`src/rtl/vibration_motor_pulse_sequencer_unit_defines.svh`:
```
// assertion macros for the sequencer rtl, used by the controller
`ifndef VIBRATION_MOTOR_PULSE_SEQUENCER_UNIT_DEFINES_SVH
`define VIBRATION_MOTOR_PULSE_SEQUENCER_UNIT_DEFINES_SVH

// checked only while out of reset
`define VMPS_ASSERT(label, prop, msg) \
  label: assert property (@(posedge clk_i) disable iff (!rst_ni) (prop)) else $error(msg);

// checked at every edge, reset included
`define VMPS_ASSERT_ALWAYS(label, prop, msg) \
  label: assert property (@(posedge clk_i) (prop)) else $error(msg);

`endif

```
`src/rtl/vmps_pkg.sv`:
```
`timescale 1ns / 1ps
`default_nettype none

package vmps_pkg;

  localparam int unsigned PAD_COUNT_DEF = 4;

  // request codes
  typedef enum logic [1:0] {
    OP_TICK  = 2'd0,
    OP_START = 2'd1,
    OP_STOP  = 2'd2
  } op_e;

  // motor actions reported per pad
  typedef enum logic [1:0] {
    ACT_NONE  = 2'd0,
    ACT_START = 2'd1,
    ACT_STOP  = 2'd2
  } act_e;

  // per-pad modes
  typedef enum logic [2:0] {
    MODE_ENABLING     = 3'd0,
    MODE_EN_STOPPED   = 3'd1,
    MODE_EN_STARTING  = 3'd2,
    MODE_EN_RUMBLING  = 3'd3,
    MODE_EN_STOPPING  = 3'd4,
    MODE_DIS_STOPPING = 3'd5,
    MODE_DIS_STOPPED  = 3'd6
  } mode_e;

  localparam logic signed [16:0] ON_NONE    = -17'sd1;
  localparam logic signed [17:0] LIFE_NONE  = -18'sd1;
  localparam logic signed [17:0] LIFE_FLOOR = -18'sd2;

  // controller to datapath
  typedef struct packed {
    logic capture;
    logic step;
    logic last;
  } dp_cmd_t;

  // datapath to controller
  typedef struct packed {
    logic out_free;
    logic op_tick;
  } dp_sts_t;

endpackage

`default_nettype wire

```
`src/rtl/vmps_ctrl.sv`:
```
`timescale 1ns / 1ps
`default_nettype none
`include "vibration_motor_pulse_sequencer_unit_defines.svh"

module vmps_ctrl #(
  parameter int unsigned PAD_COUNT = vmps_pkg::PAD_COUNT_DEF,
  localparam int unsigned IdxW = (PAD_COUNT > 1) ? $clog2(PAD_COUNT) : 1
) (
  input  logic              clk_i,
  input  logic              rst_ni,
  input  logic              in_valid_i,
  output logic              in_stall_o,
  input  vmps_pkg::dp_sts_t sts_i,
  output vmps_pkg::dp_cmd_t cmd_o,
  output logic [IdxW-1:0]   idx_o
);
  import vmps_pkg::*;

  typedef enum logic [2:0] {
    ST_IDLE = 3'b001,
    ST_WALK = 3'b010,
    ST_REQ  = 3'b100
  } ctrl_state_e;

  ctrl_state_e     state_q, state_d;
  logic [IdxW-1:0] idx_q, idx_d;
  logic            last_idx;

  assign last_idx   = (idx_q == IdxW'(PAD_COUNT - 1));
  assign in_stall_o = (state_q != ST_IDLE);
  assign idx_o      = idx_q;

  always_comb begin
    state_d = state_q;
    idx_d   = idx_q;
    cmd_o   = '0;
    case (state_q)
      ST_IDLE: begin
        if (in_valid_i) begin
          cmd_o.capture = 1'b1;
          idx_d         = '0;
          state_d       = sts_i.op_tick ? ST_WALK : ST_REQ;
        end
      end
      ST_WALK: begin
        cmd_o.step = sts_i.out_free;
        cmd_o.last = last_idx;
        if (sts_i.out_free) begin
          if (last_idx) begin
            state_d = ST_IDLE;
          end else begin
            idx_d = idx_q + 1'b1;
          end
        end
      end
      ST_REQ: begin
        cmd_o.step = sts_i.out_free;
        cmd_o.last = 1'b1;
        if (sts_i.out_free) begin
          state_d = ST_IDLE;
        end
      end
      default: begin
        state_d = ST_IDLE;
      end
    endcase
  end

  always_ff @(posedge clk_i or negedge rst_ni) begin
    if (!rst_ni) begin
      state_q <= ST_IDLE;
      idx_q   <= '0;
    end else begin
      state_q <= state_d;
      idx_q   <= idx_d;
    end
  end

  `VMPS_ASSERT(a_step_not_idle, cmd_o.step |-> (state_q != ST_IDLE), "step issued while idle")
  `VMPS_ASSERT(a_idx_range, (32'(idx_q) < PAD_COUNT), "pad pointer out of range")
  `VMPS_ASSERT(a_accept_busy, cmd_o.capture |=> (state_q != ST_IDLE), "accept did not start work")

endmodule

`default_nettype wire

```
`src/rtl/vmps_dp.sv`:
```
`timescale 1ns / 1ps
`default_nettype none

module vmps_dp #(
  parameter int unsigned PAD_COUNT = vmps_pkg::PAD_COUNT_DEF,
  localparam int unsigned IdxW = (PAD_COUNT > 1) ? $clog2(PAD_COUNT) : 1
) (
  input  logic               clk_i,
  input  logic               rst_ni,
  input  logic               cfg_valid_i,
  output logic               cfg_ready_o,
  input  logic               cfg_enable_i,
  input  logic [1:0]         op_i,
  input  logic [1:0]         pad_i,
  input  logic [15:0]        duration_ticks_i,
  input  logic signed [16:0] on_ticks_i,
  input  logic [15:0]        off_ticks_i,
  input  logic               out_stall_i,
  output logic               out_valid_o,
  output logic [1:0]         pad_res_o,
  output logic [1:0]         motor_action_o,
  output logic               accepted_o,
  output logic               last_o,
  input  vmps_pkg::dp_cmd_t  cmd_i,
  input  logic [IdxW-1:0]    idx_i,
  output vmps_pkg::dp_sts_t  sts_o
);
  import vmps_pkg::*;

  logic enable_q;

  // captured request
  logic [1:0]         op_q;
  logic [1:0]         pad_q;
  logic [15:0]        dur_q;
  logic signed [16:0] on_q;
  logic [15:0]        off_q;

  // per-pad state
  mode_e              mode_q   [PAD_COUNT];
  logic signed [17:0] life_q   [PAD_COUNT];
  logic signed [16:0] pon_q    [PAD_COUNT];
  logic signed [17:0] period_q [PAD_COUNT];
  logic [17:0]        count_q  [PAD_COUNT];

  // result register
  logic       out_valid_q;
  logic [1:0] pad_res_q;
  logic [1:0] act_q;
  logic       acc_q;
  logic       last_q;

  logic               is_tick, pad_ok, out_free, wr_en;
  logic [IdxW-1:0]    req_idx, sel_idx;
  mode_e              rd_mode, nx_mode;
  logic signed [17:0] rd_life, nx_life, life_dec;
  logic signed [16:0] rd_pon, nx_pon;
  logic signed [17:0] rd_per, nx_per;
  logic [17:0]        rd_cnt, nx_cnt, cnt_inc;
  act_e               act;
  logic               acc;
  logic [1:0]         res_pad;

  assign cfg_ready_o = 1'b1;
  assign out_free    = !out_valid_q || !out_stall_i;
  assign sts_o.out_free = out_free;
  assign sts_o.op_tick  = (op_i == OP_TICK);

  assign is_tick = (op_q == OP_TICK);
  assign pad_ok  = (32'(pad_q) < PAD_COUNT);
  assign req_idx = IdxW'(pad_q);
  assign sel_idx = is_tick ? idx_i : req_idx;

  assign rd_mode = mode_q[sel_idx];
  assign rd_life = life_q[sel_idx];
  assign rd_pon  = pon_q[sel_idx];
  assign rd_per  = period_q[sel_idx];
  assign rd_cnt  = count_q[sel_idx];

  assign cnt_inc  = rd_cnt + 18'd1;
  assign life_dec = (rd_life > LIFE_FLOOR) ? (rd_life - 18'sd1) : rd_life;

  always_comb begin
    nx_mode = rd_mode;
    nx_life = rd_life;
    nx_pon  = rd_pon;
    nx_per  = rd_per;
    nx_cnt  = rd_cnt;
    act     = ACT_NONE;
    acc     = 1'b0;
    case (op_q)
      OP_TICK: begin
        if (enable_q) begin
          case (rd_mode)
            MODE_EN_STARTING: begin
              nx_mode = MODE_EN_RUMBLING;
              act     = ACT_START;
            end
            MODE_EN_RUMBLING: begin
              if (rd_pon != ON_NONE) begin
                if (rd_cnt == 18'd0) begin
                  act = ACT_START;
                end else if (!rd_pon[16] && ({1'b0, rd_pon} == rd_cnt)) begin
                  act = ACT_STOP;
                end
                // period wrap only for a non-negative period
                if (!rd_per[17] && ($unsigned(rd_per) == cnt_inc)) begin
                  nx_cnt = '0;
                end else begin
                  nx_cnt = cnt_inc;
                end
              end
              nx_life = life_dec;
              if (life_dec[17]) begin
                nx_mode = MODE_EN_STOPPING;
              end
            end
            MODE_EN_STOPPING: begin
              nx_mode = MODE_EN_STOPPED;
              act     = ACT_STOP;
            end
            MODE_DIS_STOPPING: begin
              nx_mode = MODE_DIS_STOPPED;
              act     = ACT_STOP;
            end
            MODE_ENABLING: begin
              nx_mode = MODE_EN_STOPPED;
              nx_life = LIFE_NONE;
            end
            default: ;
          endcase
        end
      end
      OP_START: begin
        if (pad_ok && enable_q && (rd_mode != MODE_DIS_STOPPING)
            && (rd_mode != MODE_DIS_STOPPED) && (rd_life < $signed({2'b00, dur_q}))) begin
          nx_mode = MODE_EN_STARTING;
          nx_life = $signed({2'b00, dur_q});
          nx_pon  = on_q;
          nx_per  = $signed({on_q[16], on_q}) + $signed({2'b00, off_q});
          nx_cnt  = '0;
          acc     = 1'b1;
        end
      end
      OP_STOP: begin
        if (pad_ok) begin
          if ((rd_mode != MODE_DIS_STOPPING) && (rd_mode != MODE_DIS_STOPPED)) begin
            nx_mode = MODE_EN_STOPPING;
          end
          nx_life = LIFE_NONE;
          acc     = 1'b1;
        end
      end
      default: ;
    endcase
  end

  assign wr_en   = cmd_i.step && (is_tick || pad_ok);
  assign res_pad = is_tick ? 2'(idx_i) : pad_q;

  always_ff @(posedge clk_i or negedge rst_ni) begin
    if (!rst_ni) begin
      enable_q <= 1'b0;
    end else if (cfg_valid_i) begin
      enable_q <= cfg_enable_i;
    end
  end

  always_ff @(posedge clk_i) begin
    if (cmd_i.capture) begin
      op_q  <= op_i;
      pad_q <= pad_i;
      dur_q <= duration_ticks_i;
      on_q  <= on_ticks_i;
      off_q <= off_ticks_i;
    end
  end

  always_ff @(posedge clk_i or negedge rst_ni) begin
    if (!rst_ni) begin
      for (int i = 0; i < PAD_COUNT; i++) begin
        mode_q[i]   <= MODE_ENABLING;
        life_q[i]   <= LIFE_NONE;
        pon_q[i]    <= ON_NONE;
        period_q[i] <= '0;
        count_q[i]  <= '0;
      end
    end else if (wr_en) begin
      mode_q[sel_idx]   <= nx_mode;
      life_q[sel_idx]   <= nx_life;
      pon_q[sel_idx]    <= nx_pon;
      period_q[sel_idx] <= nx_per;
      count_q[sel_idx]  <= nx_cnt;
    end
  end

  always_ff @(posedge clk_i or negedge rst_ni) begin
    if (!rst_ni) begin
      out_valid_q <= 1'b0;
    end else if (cmd_i.step) begin
      out_valid_q <= 1'b1;
    end else if (!out_stall_i) begin
      out_valid_q <= 1'b0;
    end
  end

  always_ff @(posedge clk_i) begin
    if (cmd_i.step) begin
      pad_res_q <= res_pad;
      act_q     <= act;
      acc_q     <= acc;
      last_q    <= cmd_i.last;
    end
  end

  assign out_valid_o    = out_valid_q;
  assign pad_res_o      = pad_res_q;
  assign motor_action_o = act_q;
  assign accepted_o     = acc_q;
  assign last_o         = last_q;

endmodule

`default_nettype wire

```
`src/rtl/vibration_motor_pulse_sequencer_unit.sv`:
```
// a request is captured, then each step writes the result register; no new request
// is taken until the last step is done. A tick walks one pad a cycle through the shared
// update unit while the output is not stalled; a start or stop takes a single step
// reset: every pad enabling, life and on-time -1, period and counter 0, enable 0
`timescale 1ns / 1ps
`default_nettype none

module vibration_motor_pulse_sequencer_unit #(
  parameter int unsigned PAD_COUNT = vmps_pkg::PAD_COUNT_DEF
) (
  input  logic               clk_i,
  input  logic               rst_ni,
  // configuration channel, enable register only
  input  logic               cfg_valid_i,
  output logic               cfg_ready_o,
  input  logic               cfg_enable_i,
  // request channel
  input  logic               in_valid_i,
  output logic               in_stall_o,
  input  logic [1:0]         op_i,
  input  logic [1:0]         pad_i,
  input  logic [15:0]        duration_ticks_i,
  input  logic signed [16:0] on_ticks_i,
  input  logic [15:0]        off_ticks_i,
  // result channel
  output logic               out_valid_o,
  input  logic               out_stall_i,
  output logic [1:0]         pad_res_o,
  output logic [1:0]         motor_action_o,
  output logic               accepted_o,
  output logic               last_o
);
  import vmps_pkg::*;

  localparam int unsigned IdxW = (PAD_COUNT > 1) ? $clog2(PAD_COUNT) : 1;

  dp_cmd_t         cmd;
  dp_sts_t         sts;
  logic [IdxW-1:0] idx;

  // sequencer: idle, pad walk for a tick, single step for a start, a stop or the spare op
  vmps_ctrl #(
    .PAD_COUNT(PAD_COUNT)
  ) u_ctrl (
    .clk_i     (clk_i),
    .rst_ni    (rst_ni),
    .in_valid_i(in_valid_i),
    .in_stall_o(in_stall_o),
    .sts_i     (sts),
    .cmd_o     (cmd),
    .idx_o     (idx)
  );

  // pad state, shared update unit and result register
  vmps_dp #(
    .PAD_COUNT(PAD_COUNT)
  ) u_dp (
    .clk_i           (clk_i),
    .rst_ni          (rst_ni),
    .cfg_valid_i     (cfg_valid_i),
    .cfg_ready_o     (cfg_ready_o),
    .cfg_enable_i    (cfg_enable_i),
    .op_i            (op_i),
    .pad_i           (pad_i),
    .duration_ticks_i(duration_ticks_i),
    .on_ticks_i      (on_ticks_i),
    .off_ticks_i     (off_ticks_i),
    .out_stall_i     (out_stall_i),
    .out_valid_o     (out_valid_o),
    .pad_res_o       (pad_res_o),
    .motor_action_o  (motor_action_o),
    .accepted_o      (accepted_o),
    .last_o          (last_o),
    .cmd_i           (cmd),
    .idx_i           (idx),
    .sts_o           (sts)
  );

endmodule

`default_nettype wire

```
`config.mk`:
```
export PLATFORM = sky130hd
export DESIGN_NAME = vibration_motor_pulse_sequencer_unit
export DESIGN_NICKNAME = d
export VERILOG_FILES = /design/src/rtl/vmps_pkg.sv /design/src/rtl/vmps_ctrl.sv /design/src/rtl/vmps_dp.sv /design/src/rtl/vibration_motor_pulse_sequencer_unit.sv
export VERILOG_INCLUDE_DIRS = /design/src /design/src/rtl
export SDC_FILE = /design/constraint.sdc
export NUM_CORES = 1
export LEC_CHECK = 0
export ABC_CLOCK_PERIOD_IN_PS = 11100
export BUFFER_PORTS_ARGS = -buffer_cell sky130_fd_sc_hd__buf_4
export CAP_MARGIN = 0
export CORE_ASPECT_RATIO = 1.1
export CORE_MARGIN = 4
export CORE_UTILIZATION = 50
export DETAILED_ROUTE_END_ITERATION = 8
export PLACE_DENSITY = 0.62
export SLEW_MARGIN = 20
export SYNTH_ARGS = -nofsm -noshare
export SYNTH_HDL_FRONTEND = slang
export SYNTH_SLANG_ARGS = --single-unit
```
`constraint.sdc`:
```
create_clock -name clk_i -period 11.1 [get_ports clk_i]
set_input_delay 2.22 -clock clk_i [delete_from_list [all_inputs] [get_ports clk_i]]
set_output_delay 2.22 -clock clk_i [all_outputs]
set_load 0.02 [all_outputs]
```
### Word-level counts from Yosys, hierarchy flattened

Index checks and enable logic that the tools add are counted.

* register bits after elaboration: 362
* input bits: 59
* output and inout bits: 9
* logic and storage cells: 155

* add/sub/neg operators: 4
* $lt $le $gt $ge: 4
* eq/ne operators: 22
* mux-type cells: 69
* bitwise operators: 1
* reductions and logical operators: 22

Operators by type and width (number)
* $mux 18: 17
* $bwmux 72: 3
* $bmux 18 s2: 3
* $mux 17: 5
* $pmux 18 s2: 2
* $bwmux 68: 1
* $pmux 18 s3: 1
* $demux 18 s2: 1
* $mux 3: 12
* $bmux 17 s2: 1
* $demux 17 s2: 1
* $add 17x17->18: 1
* $add 18x1->18 const B: 1
* $eq 17x18->1: 1
* $eq 18x18->1: 1
* $gt 18x2->1 const B: 1
* $logic_not 18->1: 1
* $lt 18x17->1: 1
* $pmux 3 s3: 2
* $sub 18x2->18 const B: 1
* $ne 17x1->1 const B: 1
* $mux 2: 7
* $bwmux 12: 1
* $pmux 3 s4: 1
* other kinds (28): 55

### Longest topological paths before layout

* depth after elaboration: 15
* mapped depth: 27
* depth with buffers taken out: 18

### By module

A second synthesis with hierarchy kept.

* cell total of the unflattened synthesis: 1860
* area, all modules: 19662.6 um^2

By module, submodules not included
* vmps_dp: times used 1, cells an instance 1822, area an instance 19321.0 um^2, seq. area each 9404.0 um^2
* vmps_ctrl: times used 1, cells an instance 38, area an instance 341.6 um^2, seq. area each 126.4 um^2

### Least setup slack after synthesis

Ideal clock, no wire load.

* path kind: register to register
* start point: reg u_dp.op_q[0]
* end point: reg u_dp.count_q[20] (netlist bit)
* library setup time: 125 ps
* arrival: 5699 ps
* required time: 10975 ps
* slack: 5276 ps
* stages on the path, launching flop included: 27
* path buffers: 10
* clock period less this slack: 5824 ps
* cell sequence: edfxtp_1 > inv_1 > ha_1 > buf_6 > mux2i_4 > inv_4 > buf_6 > buf_8 > buf_6 > buf_4 > buf_6 > buf_4 > clkbuf_1 > buf_1 > nand2_1 > a31oi_1 > ha_1 > nand2_1 > or4_1 > a211oi_1 > o2bb2ai_1 > or4_4 > nor4_4 > buf_4 > a2bb2oi_2 > o21ai_1 > mux2_2

* cells in the longest elaborated chain, start to end: 15
* elaborated cells on any way between the ends: 43
* classes of those cells: add/sub (1); order compare (3); eq/ne (6); mux (25); bitwise (1); reduce/logical (7)

RTL lines
* start, declared: RTL line vmps_dp.sv:33 `logic [1:0] op_q;`
* start signal, assigned: RTL line vmps_dp.sv:171 `op_q <= op_i;`
* $logic_not 2->1: RTL line vmps_dp.sv:69, vmps_dp.sv:91
* $mux 2: RTL line vmps_dp.sv:72 `assign sel_idx = is_tick ? idx_i : req_idx;`
* $not 2->3 (implied by the code)
* $bmux 18 s2: RTL line vmps_dp.sv:78 `assign rd_cnt = count_q[sel_idx];`
* $mux 18 (implied by the code) (2 in series): RTL line vmps_dp.sv:78
* $add 18x1->18: RTL line vmps_dp.sv:80 `assign cnt_inc = rd_cnt + 18'd1;`
* $eq 18x18->1: RTL line vmps_dp.sv:107 `if (!rd_per[17] && ($unsigned(rd_per) == cnt_inc)) begin`
* $logic_and 1x1->1: RTL line vmps_dp.sv:107
* $mux 18: RTL line vmps_dp.sv:107
* $mux 18: RTL line vmps_dp.sv:100 `if (rd_pon != ON_NONE) begin`
* $mux 18: RTL line vmps_dp.sv:94 `case (rd_mode)`
* $mux 18: RTL line vmps_dp.sv:93 `if (enable_q) begin`
* $pmux 18 s2: RTL line vmps_dp.sv:91 `case (op_q)`
* $bwmux 72 (*): RTL line vmps_dp.sv:193 `count_q[sel_idx] <= nx_cnt;`
* end signal, assigned by index: RTL line vmps_dp.sv:193
* end, declared: RTL line vmps_dp.sv:44 `logic [17:0] count_q [PAD_COUNT];`

Mark *: on every way between the ends. The rest lies on a longest branch, timed or not. The select of a mux whose other input is x is not followed.
A chain may end at the register's enable or synchronous reset.

### Final worst setup path

* start point: reg u_dp.op_q[0]
* end point: reg u_dp.count_q[61] (netlist bit)

Same word-level chain as after synthesis.

==> results.sh <==
export IMPL_cellLeakagePower_uw=0.00942
export IMPL_nets=2315
export IMPL_fin_crit_sh_pct=63.6
export IMPL_viasPerCell=6.21
export IMPL_p_comb_share_pct=35.9
export IMPL_fp_dieArea_um2=44500
export IMPL_numCtsBuffers=41
export IMPL_layout_drive_gt1_share_pct=17.9
export IMPL_synth_seq_area_share_pct=46.2
export IMPL_area_delta_synth_final_pct=11.3
export IMPL_async_flop_share_pct=83.7
export IMPL_status="finished, final reports clean"
export IMPL_grt_first_pass_wirelength_mm=100
export IMPL_detail_route_antenna_nets=0
export IMPL_core_area_um2=40500
export IMPL_end_kind="flip-flop"
export IMPL_cts_setup_buffers=0
export IMPL_die_w_um=202
export IMPL_tns_ps=0
export IMPL_synth_ff_type="dfrtp_1"
export IMPL_core_rowCount=77
export IMPL_clockBufferDepth=3
export IMPL_p_int_uw=3640
export IMPL_drt_iter0_drc=1500
export IMPL_fin_skew_ps=18.1
export IMPL_die_height_um=221
export IMPL_hold_viol=0
export IMPL_clockPowerShare_pct=24.9
export IMPL_htree_num_levels=2
export IMPL_timing_fmax_mhz=142
export IMPL_ys_types=80
export IMPL_max_slew_margin_pct=28.3
export IMPL_finalMaxSlewViolations=0
export IMPL_cts_tree="built"
export IMPL_design_area_um2=22900
export IMPL_antenna_cells=0
export IMPL_power_per_cell_area_nw_per_um2=258
export IMPL_start_kind="flip-flop"
export IMPL_ctsRootBufferMaster="clkbuf_16"
export IMPL_drtPass1Iterations=5
export IMPL_cts_hold_buf=0
export IMPL_syn_avg_cell_area_um2=9.31
export IMPL_period_minus_slack_ps=7060
export IMPL_ff2ff_path_depth=18
export IMPL_synth_seq_cells=362
export IMPL_rsz0062_at_grt="false"
export IMPL_power_switching_fraction_pct=38.6
export IMPL_pin_count=68
export IMPL_cts_resized=0
export IMPL_cp_required_ps=11510
export IMPL_ir_drop_mv=0.168
export IMPL_synth_edf_count=59
export IMPL_grt_overflow=0
export IMPL_grt_usage_pct=28.2
export IMPL_drv_cap=0
export IMPL_hold_depth=2
export IMPL_cp_max_fo=77
export IMPL_place_gp_congestion=0.935
export IMPL_antenna_found_initial=0
export IMPL_crit_path_top_delay_cell="buf_4"
export IMPL_place_area_um2=21500
export IMPL_power_switching_uw=2280
export IMPL_drc_errors=0
export IMPL_fill_cells=3604
export IMPL_hpwl_mm=42.4
export IMPL_num_vias=17151
export IMPL_fin_total_pwr_uw=5920
export IMPL_wl_per_cell_um=23.1
export IMPL_finalSetupViolCount=0
export IMPL_post_place_ws_ps=4170
export IMPL_syn_num_nets=2313
export IMPL_wl_mm=63.9
export IMPL_start_util_pct=50.9
export IMPL_path_cells="inv_1 -> ha_1 -> buf_4 -> mux2i_4 -> buf_4 -> inv_6 -> buf_4 -> mux4_2 -> nand2_1 -> nor3_4 -> o22ai_1 -> a2111o_1 -> or4_4 -> nor4_4 -> buf_4 -> nor4b_1 -> nor2_1 -> a221oi_1"
export IMPL_port_buffers=66
export IMPL_syn_inst=2213
export IMPL_clock_latency_ps=580
export IMPL_criticalPathCategory="reg -> reg"
export IMPL_clk_pin_slew_ps=60
export IMPL_grt_max_degree=92
export IMPL_first_global_vias=16854
export IMPL_syn_cell_area_um2=20600
export IMPL_slowest_delay_ps=790
export IMPL_crit_arrival_ps=7470
export IMPL_yosys_warnings=0
export IMPL_cts_sinks=362
export IMPL_p_seq_share_pct=39.2
export IMPL_worst_slew_pin_slew_ps=1060
export IMPL_crit_top_cell="buf_4"
export IMPL_hold_path_class="reg -> reg"
export IMPL_setup_ws_ps=4040
==> cell families after synthesis <==
| kind of cell | after synthesis | synth area share (%) |
|---|---|---|
| simple gates | 864 | 18.9 |
| compound gates | 495 | 14.9 |
| flops | 362 | 46.2 |
| mux | 207 | 10.9 |
| buf+inv | 182 | 3.90 |
| xor+xnor | 61 | 2.59 |
| fa+ha+maj | 41 | 2.53 |
| other cells | 1 | 0.0182 |
==> Yosys cell counts, types with 14 or more instances <==
master | number | area share (%)
nand2_1 | 434 | 7.9
o21ai_0 | 214 | 5.2
nor2_1 | 172 | 3.1
dfrtp_1 | 162 | 20
dfstp_2 | 141 | 18
mux2i_1 | 140 | 6.8
clkbuf_1 | 92 | 1.7
nand3_1 | 63 | 1.5
a21oi_1 | 60 | 1.5
edfxtp_1 | 59 | 8.6
mux2_2 | 58 | 3.2
a31oi_1 | 53 | 1.6
a221oi_1 | 52 | 2.2
xnor2_1 | 42 | 1.8
and3_1 | 40 | 1.2
ha_1 | 40 | 2.4
inv_1 | 39 | 0.71
nand4_1 | 37 | 1.1
nor3_1 | 31 | 0.75
xor2_1 | 19 | 0.81
buf_2 | 16 | 0.39
buf_1 | 15 | 0.27
a21o_1 | 14 | 0.51
==> power groups by stage <==
stage / sequential, uW / combinational [uW] / clock (uW)
floorplan: 2210 / 1530 / 0
global placement: 2320 / 2050 / 0
detailed placement: 2330 / 2100 / 0
CTS: 2320 / 2110 / 1500
global route: 2380 / 2350 / 1550
finish: 2320 / 2130 / 1470
==> critical path: cells and delay by family, from the launching register on <==
kind	cells	cell delay, ps
flops	1	430
buf+inv	6	2620
fa+ha+maj	1	150
compound gates	3	690
simple gates	6	2300
mux	2	580
==> layer usage <==
metal / vias to the layer above / wire [um] / global-route usage, %
met5: - / 0 / 0
met4: 0 / 2290 / 10.6
met3: 131 / 3530 / 3.97
met2: 575 / 30700 / 46.2
met1: 8485 / 27400 / 38.4
li1: 7960 / - / -
==> registers in the layout (all words and copies together), names as in the netlist <==
name,count
u_ctrl.state_q,3
u_dp.pad_res_o,2
u_dp.op_q,2
u_dp.enable_q,1
u_dp.life_q,72
u_dp.motor_action_o,2
u_dp.count_q,72
u_dp.accepted_o,1
u_dp.last_o,1
u_dp.out_valid_o,1
u_dp.off_q,16
u_dp.on_q,17
u_dp.dur_q,16
u_dp.mode_q,12
u_dp.pad_q,2
u_dp.pon_q,68
u_ctrl.idx_o,2
u_dp.period_q,72
==> cells in the final DEF (no fill, tap or decap), drive strengths merged, types with 13 or more instances in the layout <==
master / netlist / final
a21oi: 60 / 60
xnor2: 42 / 42
mux2i: 142 / 142
nor3: 33 / 33
nand4: 37 / 37
nand2: 434 / 434
a21o: 14 / 14
dfstp: 141 / 141
and3: 40 / 40
inv: 41 / 44
a31oi: 53 / 53
clkbuf: 92 / 51
o21ai: 220 / 220
nand3: 63 / 63
a221oi: 52 / 52
buf: 49 / 100
xor2: 19 / 19
dfrtp: 162 / 162
mux2: 58 / 58
nor2: 172 / 172
ha: 40 / 40
or3: 13 / 13
edfxtp: 59 / 59
==> stage by stage <==
step / cells / utilization [%] / hold slack [ps]
CTS: 2761 / 56.7 / 478
global placement: 2685 / 53.1 / 459
floorplan: 2213 / - / 440
global route: 2761 / 56.7 / 495
finish: 2761 / 56.7 / 477
detailed placement: 2685 / 53.1 / 463
==> path summary, 6_finish.rpt <==
kind,start,to,slack (ps)
max reg2reg,u_dp.op_q[0],u_dp.count_q[61],4040
min in group asynchronous,rst_ni,u_dp.period_q[68],1620
max in group asynchronous,rst_ni,u_dp.period_q[57],7110
min reg2reg,u_dp.period_q[28],u_dp.period_q[28],480
max,u_dp.op_q[0],u_dp.count_q[61],4040
min,u_dp.period_q[28],u_dp.period_q[28],480
==> layout make-up <==
cell class	instances	area [um2]	share of cell area, %
Tap cell	513	642	2.80
Clock buffer	51	1110	4.86
Inverter	41	159	0.693
Multi-Input combinational cell	1669	10400	45.3
Clock inverter	25	337	1.47
Timing Repair Buffer	100	771	3.36
Sequential cell	362	9530	41.6
Note: power is estimated with default switching activity, not from simulation.
